===== src/hw/rtl/lrc_pkg.sv =====
// Shared constants and types for the LRU replacement cache core.
// Used by lrc_ctrl, lrc_datapath and lru_replacement_cache_core; no dependencies.
`timescale 1ns / 1ps
`default_nettype none

package lrc_pkg;

    // Built entry count and derived widths
    localparam int ENTRIES = 16;
    localparam int RANK_W  = (ENTRIES > 1) ? $clog2(ENTRIES) : 1;
    localparam int IDX_W   = RANK_W;
    localparam int OCC_W   = $clog2(ENTRIES + 1);
    localparam int CAP_W   = 5;
    localparam int CMP_W   = (OCC_W > CAP_W) ? OCC_W : CAP_W;
    localparam int KEY_W   = 32;
    localparam int CNT_W   = 32;

    // Capacity after reset
    localparam logic [CAP_W-1:0] CAP_RESET = CAP_W'(16);

    // Command field codes
    localparam logic CMD_ACCESS = 1'b0;
    localparam logic CMD_FLUSH  = 1'b1;

    // Commands from controller to datapath
    typedef struct packed {
        logic load;    // capture the input transaction
        logic match;   // run the tag compare and register its outcome
        logic commit;  // update the entries and load the result register
    } t_dp_cmd;

endpackage

`default_nettype wire


===== src/hw/rtl/lrc_ctrl.sv =====
// Controller state machine for the LRU replacement cache core.
// Depends on lrc_pkg (t_dp_cmd); drives the datapath commands and both handshakes.
`timescale 1ns / 1ps
`default_nettype none

module lrc_ctrl (
    input  wire              i_clk,
    input  wire              i_rst_n,
    input  wire              i_in_valid,
    output logic             o_in_ready,
    output logic             o_out_valid,
    input  wire              i_out_ready,
    output lrc_pkg::t_dp_cmd o_dp_cmd
);

    typedef enum logic [2:0] {
        ST_IDLE  = 3'b001,
        ST_MATCH = 3'b010,
        ST_WRITE = 3'b100
    } t_state;

    t_state r_state, n_state;
    logic   r_out_valid, n_out_valid;
    logic   w_accept;
    logic   w_out_free;

    assign o_in_ready  = (r_state == ST_IDLE);
    assign w_accept    = i_in_valid && o_in_ready;
    assign w_out_free  = !r_out_valid || i_out_ready;
    assign o_out_valid = r_out_valid;

    // Sequence one transaction: capture, compare, write back
    always_comb begin
        n_state         = r_state;
        o_dp_cmd.load   = 1'b0;
        o_dp_cmd.match  = 1'b0;
        o_dp_cmd.commit = 1'b0;
        case (r_state)
            ST_IDLE: begin
                if (w_accept) begin
                    o_dp_cmd.load = 1'b1;
                    n_state       = ST_MATCH;
                end
            end
            ST_MATCH: begin
                o_dp_cmd.match = 1'b1;
                n_state        = ST_WRITE;
            end
            ST_WRITE: begin
                // hold until the result register is free
                if (w_out_free) begin
                    o_dp_cmd.commit = 1'b1;
                    n_state         = ST_IDLE;
                end
            end
            default: begin
                n_state = ST_IDLE;
            end
        endcase
    end

    // Track the result register occupancy
    always_comb begin
        n_out_valid = r_out_valid;
        if (o_dp_cmd.commit) begin
            n_out_valid = 1'b1;
        end else if (i_out_ready) begin
            n_out_valid = 1'b0;
        end
    end

    always_ff @(posedge i_clk) begin
        if (!i_rst_n) begin
            r_state     <= ST_IDLE;
            r_out_valid <= 1'b0;
        end else begin
            r_state     <= n_state;
            r_out_valid <= n_out_valid;
        end
    end

endmodule

`default_nettype wire


===== src/hw/rtl/lrc_datapath.sv =====
// Datapath of the LRU replacement cache core: keys, recency ranks, counters, result.
// Depends on lrc_pkg; steered by lrc_ctrl through t_dp_cmd.
`timescale 1ns / 1ps
`default_nettype none

module lrc_datapath (
    input  wire                                i_clk,
    input  wire                                i_rst_n,
    input  lrc_pkg::t_dp_cmd                   i_dp_cmd,
    input  wire                                i_cfg_we,
    input  wire        [lrc_pkg::CAP_W-1:0]    i_cfg_data,
    input  wire                                i_cmd,
    input  wire signed [lrc_pkg::KEY_W-1:0]    i_request_key,
    output logic                               o_hit,
    output logic                               o_evicted_valid,
    output logic signed [lrc_pkg::KEY_W-1:0]   o_evicted_key,
    output logic       [lrc_pkg::CNT_W-1:0]    o_miss_count
);

    localparam int N = lrc_pkg::ENTRIES;

    // Configuration and captured transaction
    logic [lrc_pkg::CAP_W-1:0]        r_capacity;
    logic                             r_cmd;
    logic [lrc_pkg::KEY_W-1:0]        r_key;

    // Cache state
    logic [lrc_pkg::KEY_W-1:0]        r_keys [N];
    logic [N-1:0]                     r_valid, n_valid;
    logic [lrc_pkg::RANK_W-1:0]       r_rank [N];
    logic [lrc_pkg::RANK_W-1:0]       n_rank [N];
    logic [lrc_pkg::OCC_W-1:0]        r_occ;
    logic [lrc_pkg::CNT_W-1:0]        r_miss;

    // Compare stage results
    logic                             r_hit;
    logic [N-1:0]                     r_hit_oh;
    logic [lrc_pkg::RANK_W-1:0]       r_hit_rank;
    logic                             r_evict;
    logic [N-1:0]                     r_victim_oh;
    logic [lrc_pkg::KEY_W-1:0]        r_victim_key;

    // Compare stage logic
    logic [N-1:0]                     w_hit_oh;
    logic [lrc_pkg::RANK_W-1:0]       w_hit_rank;
    logic [N-1:0]                     w_victim_oh;
    logic [lrc_pkg::KEY_W-1:0]        w_victim_key;
    logic [lrc_pkg::CMP_W-1:0]        w_eff_cap;
    logic [lrc_pkg::CMP_W-1:0]        w_occ_ext;
    logic [lrc_pkg::OCC_W-1:0]        w_lru_rank;
    logic                             w_evict;

    // Write stage logic
    logic [N-1:0]                     w_free;
    logic [lrc_pkg::IDX_W-1:0]        w_free_idx;
    logic [N-1:0]                     w_after_evict;
    logic [lrc_pkg::OCC_W-1:0]        n_occ;
    logic [lrc_pkg::CNT_W-1:0]        n_miss;

    // Clamp the capacity into one to the built entry count
    always_comb begin
        w_eff_cap = lrc_pkg::CMP_W'(r_capacity);
        if (r_capacity == '0) begin
            w_eff_cap = lrc_pkg::CMP_W'(1);
        end else if (w_eff_cap > lrc_pkg::CMP_W'(N)) begin
            w_eff_cap = lrc_pkg::CMP_W'(N);
        end
    end

    assign w_occ_ext  = lrc_pkg::CMP_W'(r_occ);
    assign w_lru_rank = r_occ - lrc_pkg::OCC_W'(1);
    assign w_evict    = (w_occ_ext >= w_eff_cap) && (r_occ != '0);

    // Compare all entries; the least recent valid entry has rank occupancy-1
    always_comb begin
        w_hit_rank   = '0;
        w_victim_key = '0;
        for (int i = 0; i < N; i++) begin
            w_hit_oh[i]    = r_valid[i] && (r_keys[i] == r_key);
            w_victim_oh[i] = r_valid[i] &&
                             (lrc_pkg::OCC_W'(r_rank[i]) == w_lru_rank);
            w_hit_rank     = w_hit_rank | (r_rank[i] & {lrc_pkg::RANK_W{w_hit_oh[i]}});
            w_victim_key   = w_victim_key |
                             (r_keys[i] & {lrc_pkg::KEY_W{w_victim_oh[i]}});
        end
    end

    // Find the lowest free entry once the victim is released
    always_comb begin
        w_after_evict = r_valid & ~(r_victim_oh & {N{r_evict}});
        w_free        = ~w_after_evict;
        w_free_idx    = '0;
        for (int i = N - 1; i >= 0; i--) begin
            if (w_free[i]) begin
                w_free_idx = lrc_pkg::IDX_W'(i);
            end
        end
    end

    // Next entry state for a committed transaction
    always_comb begin
        n_valid = r_valid;
        n_occ   = r_occ;
        n_miss  = r_miss;
        for (int i = 0; i < N; i++) begin
            n_rank[i] = r_rank[i];
        end
        if (r_cmd == lrc_pkg::CMD_FLUSH) begin
            n_valid = '0;
            n_occ   = '0;
            n_miss  = '0;
            for (int i = 0; i < N; i++) begin
                n_rank[i] = '0;
            end
        end else if (r_hit) begin
            // promote the hit entry, age those more recent than it
            for (int i = 0; i < N; i++) begin
                if (r_hit_oh[i]) begin
                    n_rank[i] = '0;
                end else if (r_valid[i] && (r_rank[i] < r_hit_rank)) begin
                    n_rank[i] = r_rank[i] + lrc_pkg::RANK_W'(1);
                end
            end
        end else begin
            // drop the victim, age survivors, insert as most recent
            if (r_miss != '1) begin
                n_miss = r_miss + lrc_pkg::CNT_W'(1);
            end
            n_occ = r_occ - lrc_pkg::OCC_W'(r_evict) + lrc_pkg::OCC_W'(1);
            for (int i = 0; i < N; i++) begin
                if (lrc_pkg::IDX_W'(i) == w_free_idx) begin
                    n_valid[i] = 1'b1;
                    n_rank[i]  = '0;
                end else if (w_after_evict[i]) begin
                    n_valid[i] = 1'b1;
                    n_rank[i]  = r_rank[i] + lrc_pkg::RANK_W'(1);
                end else begin
                    n_valid[i] = 1'b0;
                    n_rank[i]  = '0;
                end
            end
        end
    end

    // Control state: capacity, valid bits, ranks, occupancy, counter
    always_ff @(posedge i_clk) begin
        if (!i_rst_n) begin
            r_capacity <= lrc_pkg::CAP_RESET;
            r_valid    <= '0;
            r_occ      <= '0;
            r_miss     <= '0;
            for (int i = 0; i < N; i++) begin
                r_rank[i] <= '0;
            end
        end else begin
            if (i_cfg_we) begin
                r_capacity <= i_cfg_data;
            end
            if (i_dp_cmd.commit) begin
                r_valid <= n_valid;
                r_occ   <= n_occ;
                r_miss  <= n_miss;
                for (int i = 0; i < N; i++) begin
                    r_rank[i] <= n_rank[i];
                end
            end
        end
    end

    // Payload: captured transaction, compare results, stored keys, result
    always_ff @(posedge i_clk) begin
        if (i_dp_cmd.load) begin
            r_cmd <= i_cmd;
            r_key <= i_request_key;
        end
        if (i_dp_cmd.match) begin
            r_hit        <= |w_hit_oh;
            r_hit_oh     <= w_hit_oh;
            r_hit_rank   <= w_hit_rank;
            r_evict      <= w_evict;
            r_victim_oh  <= w_victim_oh;
            r_victim_key <= w_victim_key;
        end
        if (i_dp_cmd.commit) begin
            if ((r_cmd == lrc_pkg::CMD_ACCESS) && !r_hit) begin
                r_keys[w_free_idx] <= r_key;
            end
            if (r_cmd == lrc_pkg::CMD_FLUSH) begin
                o_hit           <= 1'b0;
                o_evicted_valid <= 1'b0;
                o_evicted_key   <= '0;
            end else begin
                o_hit           <= r_hit;
                o_evicted_valid <= !r_hit && r_evict;
                o_evicted_key   <= (!r_hit && r_evict) ? r_victim_key : '0;
            end
            o_miss_count <= n_miss;
        end
    end

endmodule

`default_nettype wire


===== src/hw/rtl/lru_replacement_cache_core.sv =====
// Top level of the fully associative LRU replacement cache core.
// Depends on lrc_pkg, lrc_ctrl and lrc_datapath.
//
//  Channel  | Handshake                 | Payload
//  ---------+---------------------------+------------------------------------------
//  request  | i_in_valid / o_in_ready   | i_cmd, i_request_key
//  result   | o_out_valid / i_out_ready | o_hit, o_evicted_valid, o_evicted_key,
//           |                           | o_miss_count
//  config   | i_cfg_we (no wait)        | i_cfg_data (capacity)
//
// Each transaction passes through capture, parallel tag and rank compare,
// then write-back of entries, ranks and counter. The compare-then-update
// sequence in the controller takes no new request until the last one is written back.
// The result register frees the request side: a new request is taken while a
// result waits; a commit waits only while the result register is still full.
// Synchronous active-low reset empties the cache, clears the counter and sets
// capacity to 16; no clearing pass is needed.
`timescale 1ns / 1ps
`default_nettype none

module lru_replacement_cache_core (
    input  wire                                i_clk,
    input  wire                                i_rst_n,
    input  wire                                i_cfg_we,
    input  wire        [lrc_pkg::CAP_W-1:0]    i_cfg_data,
    input  wire                                i_in_valid,
    output logic                               o_in_ready,
    input  wire                                i_cmd,
    input  wire signed [lrc_pkg::KEY_W-1:0]    i_request_key,
    output logic                               o_out_valid,
    input  wire                                i_out_ready,
    output logic                               o_hit,
    output logic                               o_evicted_valid,
    output logic signed [lrc_pkg::KEY_W-1:0]   o_evicted_key,
    output logic       [lrc_pkg::CNT_W-1:0]    o_miss_count
);

    lrc_pkg::t_dp_cmd w_dp_cmd;

    // Sequence transactions and handshakes
    lrc_ctrl u_ctrl (
        .i_clk       (i_clk),
        .i_rst_n     (i_rst_n),
        .i_in_valid  (i_in_valid),
        .o_in_ready  (o_in_ready),
        .o_out_valid (o_out_valid),
        .i_out_ready (i_out_ready),
        .o_dp_cmd    (w_dp_cmd)
    );

    // Hold the entries and compute results
    lrc_datapath u_datapath (
        .i_clk           (i_clk),
        .i_rst_n         (i_rst_n),
        .i_dp_cmd        (w_dp_cmd),
        .i_cfg_we        (i_cfg_we),
        .i_cfg_data      (i_cfg_data),
        .i_cmd           (i_cmd),
        .i_request_key   (i_request_key),
        .o_hit           (o_hit),
        .o_evicted_valid (o_evicted_valid),
        .o_evicted_key   (o_evicted_key),
        .o_miss_count    (o_miss_count)
    );

endmodule

`default_nettype wire


===== config.mk =====
export PLATFORM = sky130hd
export DESIGN_NAME = lru_replacement_cache_core
export DESIGN_NICKNAME = d
export VERILOG_FILES = /design/src/hw/rtl/lrc_pkg.sv /design/src/hw/rtl/lrc_ctrl.sv /design/src/hw/rtl/lrc_datapath.sv /design/src/hw/rtl/lru_replacement_cache_core.sv
export SDC_FILE = /design/constraint.sdc
export NUM_CORES = 1
export LEC_CHECK = 0
export BUFFER_PORTS_ARGS = -buffer_cell sky130_fd_sc_hd__buf_2
export CORE_UTILIZATION = 50
export CTS_CLUSTER_SIZE = 28
export DETAILED_ROUTE_END_ITERATION = 7
export PLACE_DENSITY = 0.66
export SETUP_SLACK_MARGIN = 0.4
export SYNTH_ARGS = -nofsm -noshare
export SYNTH_HDL_FRONTEND = slang
export SYNTH_SLANG_ARGS = --single-unit

===== constraint.sdc =====
create_clock -name i_clk -period 5.6 [get_ports i_clk]
set_clock_uncertainty 0.15 [all_clocks]
set_input_delay 0.56 -clock i_clk [delete_from_list [all_inputs] [get_ports i_clk]]
set_output_delay 0.56 -clock i_clk [all_outputs]
set_load 0.01 [all_outputs]

==> results of run 1 <==
## worst register-to-register path, cell delays in order (launching register included)
cell      delay (ns)
dfxtp_1         0.32
buf_4           0.33
inv_1           0.13
ha_1            0.31
xnor2_4         0.62
xor2_1          0.21
nand4_1         0.16
nor3_4          0.80
buf_4           0.60
a221oi_1        0.33
nand4_1         0.25
## logic make-up (layout without fill, tap and decap cells)
family | after synthesis | count (layout) | share of synthesized area [%]
flops | 807 | 807 | 59.84
simple gates | 697 | 697 | 10.03
xor+xnor | 640 | 640 | 14.41
compound gates | 533 | 533 | 10.18
buf+inv | 206 | 456 | 2.936
fa+ha+maj | 78 | 78 | 2.473
mux | 5 | 5 | 0.1268
other cells | 0 | 4 | 0
## area by class of cell
class | instances | area, µm² | share of cell area, %
sequential | 807 | 23610 | 52.78
timing repair buffer | 265 | 1814 | 4.055
clock inverter | 56 | 686.9 | 1.535
inverter | 33 | 125.1 | 0.2797
tap | 1040 | 1301 | 2.909
clock buffer | 102 | 2276 | 5.087
antenna | 4 | 10.01 | 0.02237
multi-input combinational | 1953 | 14910 | 33.33
## cell usage in the layout, fill, tap and decap left out, types with 14 or more instances in the layout
cell type / Yosys / layout
clkinv_1: 1 / 18
nand3_1: 61 / 61
dfxtp_1: 62 / 62
nor3_4: 6 / 18
xnor2_1: 125 / 125
clkbuf_16: 0 / 89
edfxtp_1: 745 / 745
nor2_1: 151 / 136
nor2b_1: 19 / 19
nor3_1: 32 / 30
a22o_1: 144 / 144
inv_1: 32 / 31
a21oi_1: 64 / 64
a31oi_1: 34 / 34
o21ai_0: 69 / 68
nand4_1: 93 / 93
nor4_1: 110 / 109
buf_2: 76 / 110
ha_1: 78 / 78
nand3b_1: 17 / 17
nand2_1: 74 / 74
a221oi_1: 143 / 143
or3_1: 15 / 15
and2_1: 38 / 37
o21a_1: 20 / 20
xor2_1: 507 / 507
nand2b_1: 22 / 22
buf_4: 28 / 119
clkinv_2: 0 / 14
dlygate4sd3_1: 0 / 35
bufinv_16: 0 / 14
and3_1: 16 / 16
## registers in the layout, summed over array words and instances, names as in the netlist, 4 cells and up
name                      flops
u_datapath.o_evicted_key     32
u_datapath.o_miss_count      32
u_datapath.r_capacity         5
u_datapath.r_hit_oh          16
u_datapath.r_hit_rank         4
u_datapath.r_key             32
u_datapath.r_keys           512
u_datapath.r_miss            32
u_datapath.r_occ              5
u_datapath.r_rank            64
u_datapath.r_valid           16
u_datapath.r_victim_key      32
u_datapath.r_victim_oh       16
## where the power goes
part / total [mW] / internal [mW] / switching [mW]
logic: 0.740 / 0.216 / 0.523
registers: 6.75 / 6.63 / 0.120
clock network: 6.07 / 3.56 / 2.51
total: 13.6 / 10.4 / 3.15
## synthesized netlist by cell type (all sizes together), types with 4 or more instances
master,count
a211oi,4
a21boi,6
a21oi,64
a221oi,144
a22o,144
a31oi,34
and2,38
and3,16
and4,7
buf,132
clkbuf,41
dfxtp,62
edfxtp,745
ha,78
inv,32
mux2i,5
nand2,74
nand2b,22
nand3,62
nand3b,17
nand4,96
nor2,152
nor2b,19
nor3,52
nor3b,5
nor4,116
o21a,20
o21ai,72
o21bai,4
o31ai,8
or3,15
xnor2,133
xor2,507
## metal layers
layer  vias to the layer above  GRT usage, %  share of wire, %
met2                      2178         59.45                44
met1                     14460         49.13                36
met3                       520         8.188                11
met4                         4         26.83               8.5
met5                         -             0             0.020
li1                      11720             -                 -
## through the flow
step | setup slack, ns | utilization, % | cell area, µm² | hold slack (ns) | total power, mW
finish | 1.248 | 57.56 | 44740 | 0.02174 | 13.57
global route | 1.206 | 57.55 | 44730 | 0.03489 | 13.81
CTS | 1.355 | 57.54 | 44720 | 0.01012 | 13.56
detailed placement | 1.361 | 53.28 | 41410 | 0.3270 | 7.562
global placement | 1.441 | 53.28 | 41410 | 0.3294 | 7.554
floorplan | 0.9286 | - | 39460 | 0.3076 | 7.220
## worst paths after layout
kind | start | to | slack, ns | cells past startpoint
setup / recovery | u_datapath.r_occ[0]$_SDFFE_PN0P_ | u_datapath.r_victim_key[23]$_DFFE_PP_ | 1.25 | 10
hold / removal | i_cfg_data[2] | u_datapath.r_capacity[2]$_SDFFE_PN0P_ | 0.02 | 3
setup reg to reg | u_datapath.r_occ[0]$_SDFFE_PN0P_ | u_datapath.r_victim_key[23]$_DFFE_PP_ | 1.25 | 10
hold reg to reg | u_datapath.r_miss[23]$_SDFFE_PN0P_ | u_datapath.r_miss[23]$_SDFFE_PN0P_ | 0.34 | 1
## timing repair
action,4_1_cts,5_1_grt
setup endpoints to repair,0,0
hold endpoints to repair,35,0
gates resized for setup,0,0
hold buffers,35,0
==> results by group, run 1 <==
Global route
  – Global-route wire length before repair: 216.3 mm
  – GRT Residual Overflow: 0
  – Number of global-route vias before repair: 27380
  – Initial antenna violation count: 6
  – Total GRT Usage: 38.71%
  – Largest net degree at the start of global routing: 54

Logic synthesis
  – Synth warn: 0
  – Main area contributors after synthesis: edfxtp_1, xor2_1, a22o_1
  – Mapped Area: 39460 µm²
  – Number of enable flip-flop cells after synthesis: 745
  – Synth top area share: 56.69%
  – Syn Area/Cell: 13.31 µm²
  – Syn nets: 3087
  – Sequential area share after synthesis: 59.84%
  – Yosys reg bits: 807
  – Asr flop ratio synth: 0%
  – Synth cell types: 73
  – Synth area leader: edfxtp_1
  – Synth Instances: 2966
  – Post-synth top flop: edfxtp_1

Timing
  – Slew Limit Fails: 0
  – RSZ-0062 raised after global routing: false
  – Fin Setup TNS: 0 ns
  – Worst slew margin: 1.834%
  – Period Utilization, post-route: 77.71%
  – Endpoints failing hold: 0
  – Fmax: 229.8 MHz
  – Final min period: 4.352 ns
  – Setup violators final: 0
  – Actual slew at the worst max-slew pin: 1.459 ns

Floorplan
  – Initial Utilization: 50.77%
  – Die extent in y: 282.9 µm
  – Core ar.: 77720 µm²
  – Die area: 80050 µm²
  – Row cnt: 102
  – Die width: 282.9 µm
  – Boundary Pins: 111

Layout
  – Layout area overhead: 13.37%
  – Share of cells above drive strength 1: 13.40%
  – Final nets: 3269
  – Filler cells: 6233
  – Non-Filler Instances: 4260

Detailed routing
  – WL final: 157.7 mm
  – Vias per inst: 6.779
  – Vias: 28880
  – WL per Instance: 37.03 µm
  – Number of remaining DRC errors: 0
  – Antenna Violating Nets Remaining: 0
  – Drt pass-1 iters: 6
  – Detailed Route Iter0 Violations: 4851

Setup path
  – Slowest stage delay, CP: 0.80 ns
  – Buf/Inv on CP: 3
  – Crit Path Max Fanout: 23
  – CP top delay family: simple AND/OR/NAND/NOR gates
  – Worst Setup End Kind: flop
  – Slowest stage cell on the critical path: nor3_4
  – Setup CP Type: flop to flop
  – Crit path required time: 5.96 ns
  – Crit start category: flop
  – WP data arrival: 4.71 ns
  – Critical path cell sequence: buf_4 > inv_1 > ha_1 > xnor2_4 > xor2_1 > nand4_1 > nor3_4 > buf_4 > a221oi_1 > nand4_1

CTS
  – CTS Sinks: 807
  – Clk buf depth: 3
  – Root Buffer Master: clkbuf_16
  – Post-CTS setup buffers: 0
  – Worst skew pair latency: 0.66 ns
  – CTS tree: built
  – Clock edge transition at the registers on the reported setup and hold paths: 0.06 ns
  – Total CTS buffers: 88
  – H-tree levels: 3

Worst hold path
  – Tightest Hold Check Type: input port to flop

Job
  – # Max-Cap Violations: 1

Place
  – Placed insts: 4063
  – DP HPWL: 111.2 mm
  – RD Place Congestion: 1.085
  – PortBufs: 110

Power
  – Total power per unit cell area: 303.2 nW/µm²
  – Leakage: 15.43 nW
  – VDD IR max: 0.2390 mV

Outcome
  – Outcome: finished with violations
  – Failing checks: max-capacitance violations
(Power assumes the default switching activity.)
==> inputs of run 2 (changes only) <==
--- a/config.mk
+++ b/config.mk
@@ -9,7 +9,7 @@
 export CORE_UTILIZATION = 50
 export CTS_CLUSTER_SIZE = 28
 export DETAILED_ROUTE_END_ITERATION = 7
-export PLACE_DENSITY = 0.66
+export PLACE_DENSITY = 0.69
 export SETUP_SLACK_MARGIN = 0.4
 export SYNTH_ARGS = -nofsm -noshare
 export SYNTH_HDL_FRONTEND = slang
==> constraint.sdc (replaced) <==
create_clock -name i_clk -period 3.7 [get_ports i_clk]
set_clock_uncertainty 0.15 [all_clocks]
set_input_delay 0.37 -clock i_clk [delete_from_list [all_inputs] [get_ports i_clk]]
set_output_delay 0.37 -clock i_clk [all_outputs]
set_load 0.01 [all_outputs]
==> results by group, run 2 (synthesized netlist as in run 1, its figures left out) <==
Layout
  – Largest reg by FF count: u_datapath.r_keys
  – Number of flip-flops in the largest register: 512 (unchanged)
  – Share of cells above drive strength 1: 18.97% (+5.6 points)
  – Most frequent cells in the layout: edfxtp_1, xor2_1, buf_4
  – Filler cells: 6071 (-2.6%)
  – Final nets: 3482 (+6.5%)
  – Layout area overhead: 19.03%
  – Biggest regs: u_datapath.r_keys (512), u_datapath.r_rank (64)
  – Commonest non-fill, non-tap cell in the layout: edfxtp_1

Worst hold path
  – Tightest Hold Check Type: input port to flop

Place
  – Pre-CTS WS: 0.002400 ns (-1.358 ns)
  – RD Place Congestion: 1.064 (-1.9%)
  – PortBufs: 110 (unchanged)
  – DP HPWL: 121.3 mm (+9.1%)

CTS
  – Root Buffer Master: clkbuf_16
  – Worst skew pair latency: 0.67 ns (about the same)
  – Total CTS buffers: 87 (-1.1%)
  – Clk buf depth: 3 (unchanged)
  – CTS tree: built
  – H-tree levels: 3 (unchanged)
  – Clock edge transition at the registers on the reported setup and hold paths: 0.06 ns (about the same)
  – CTS Sinks: 807 (unchanged)

Setup path
  – Crit path required time: 4.07 ns (-1.89 ns)
  – Setup CP Type: flop to flop
  – Crit start category: flop
  – Crit Path Max Fanout: 16 (-30%)
  – WP data arrival: 3.68 ns (-1.03 ns)
  – Worst Setup End Kind: flop

Detailed routing
  – WL final: 168.4 mm (+6.8%)
  – WL per Instance: 37.65 µm (+1.7%)
  – Detailed Route Iter0 Violations: 5526 (+14%)
  – Vias: 30170 (+4.5%)
  – Antenna Violating Nets Remaining: 0 (unchanged)
  – Drt pass-1 iters: 7 (+1)
  – Number of remaining DRC errors: 0 (unchanged)
  – Vias per inst: 6.745 (-0.50%)

Timing
  – Worst slew margin: 38.50% (+37 points)
  – Post-route setup slack: 0.3906 ns (-0.8578 ns)
  – Setup violators final: 0 (unchanged)
  – Slew Limit Fails: 0 (unchanged)
  – Final min period: 3.309 ns (-1.042 ns)
  – Endpoints failing hold: 0 (unchanged)
  – Fmax: 302.2 MHz (+31%)
  – RSZ-0062 raised after global routing: false
  – Actual slew at the worst max-slew pin: 0.9225 ns (-0.5365 ns)
  – Fin Setup TNS: 0 ns (unchanged)
  – Period Utilization, post-route: 89.44% (+12 points)

Global route
  – Total GRT Usage: 41.37% (+2.7 points)
  – Initial antenna violation count: 10 (+4)
  – Global-route wire length before repair: 230.0 mm (+6.3%)
  – Number of global-route vias before repair: 28320 (+3.4%)
  – Largest net degree at the start of global routing: 71 (+31%)
  – GRT Residual Overflow: 0 (unchanged)

Floorplan
  – Die area: 80050 µm² (unchanged)
  – Core ar.: 77720 µm² (unchanged)
  – Row cnt: 102 (unchanged)
  – Initial Utilization: 50.77% (unchanged)
  – Die extent in y: 282.9 µm (unchanged)
  – Boundary Pins: 111 (unchanged)
  – Die width: 282.9 µm (unchanged)

Power
  – VDD IR max: 0.4911 mV (+110%)
  – Leakage: 16.63 nW (+7.8%)
  – Total power per unit cell area: 435.9 nW/µm² (+44%)

Job
  – # Max-Cap Violations: 0 (-1)

Outcome
  – Outcome: finished clean
## run 2: cell types whose count changed in the layout (fill, tap and decap cells not counted), moves of 5 or more
cell,delta
buf_4,+157
buf_12,+44
dlygate4sd3_1,+11
clkbuf_8,+7
xor2_1,-6
xor2_2,+6
bufinv_16,-5
clkbuf_1,+5
nor4_1,-5
nor4_2,+5
## run 2: metal layers
layer / share of wire (%) / up-vias / GRT usage (%)
li1: - / 12130 / -
met3: 11 / 537 / 8.833
met5: 0.012 / - / 0
met2: 44 / 2433 / 63.36
met1: 37 / 15060 / 53.82
met4: 7.6 / 4 / 25.58
## run 2: final cells by class
cell class	count	area (µm²)	area share, %
clock buffers	113	2366	5.037
repair buffers	479	4006	8.529
diodes	2	5.005	0.01065
multi-input cells	1953	15050	32.04
inverters	33	127.6	0.2717
well taps	1040	1301	2.770
clock inverters	46	505.5	1.076
flip-flops and latches	807	23610	50.27
## run 2: worst paths after layout
kind / start / slack, ns / to / depth (start not counted)
min: i_rst_n / 0.12 / u_datapath.r_miss[0]$_SDFFE_PN0P_ / 4
max reg2reg: u_datapath.r_key[6]$_DFFE_PP_ / 0.39 / u_datapath.r_hit_rank[0]$_DFFE_PP_ / 9
min reg2reg: u_datapath.r_miss[23]$_SDFFE_PN0P_ / 0.35 / u_datapath.r_miss[23]$_SDFFE_PN0P_ / 1
max: u_datapath.r_key[6]$_DFFE_PP_ / 0.39 / u_datapath.r_hit_rank[0]$_DFFE_PP_ / 9
## run 2: what timing repair did
action / CTS / global route
buffers inserted: 28 / 14
pin swaps: 3 / 1
hold buffers: 46 / 0
endpoints found under the hold margin: 41 / 0
endpoints found under the setup margin: 212 / 171
resized for setup: 7 / 18
## run 2: through the flow
stage          utilization, %  cell area, µm²  power, mW  instances  hold slack (ns)
3_3_place_gp            55.44           43090      11.57       4224           0.3286
6_report                60.44           46970      20.48       4473           0.1232
4_1_cts                 60.14           46740      20.44       4457          0.09512
2_1_floorplan               -           39510      10.93       2966           0.3076
3_5_place_dp            55.44           43090      11.59       4224           0.3379
5_1_grt                 60.43           46970      20.87       4471           0.1336
## run 2: worst max-delay path, cell delays in order, from the launching register on
cell and delay [ns]:
edfxtp_1 0.95, buf_4 0.25, xor2_1 0.07, nor4_1 0.40
buf_4 0.21, nand4_1 0.15, nor4_2 0.48, buf_4 0.25
a221oi_1 0.12, nand4_1 0.13
## run 2: where the power goes
group | internal (mW) | switching (mW) | total [mW] | leakage, nW
clock network | 5.15 | 3.79 | 8.94 | 1.40
registers | 10.0 | 0.138 | 10.2 | 7.18
logic | 0.466 | 0.901 | 1.37 | 8.05
total | 15.6 | 4.83 | 20.5 | 16.6
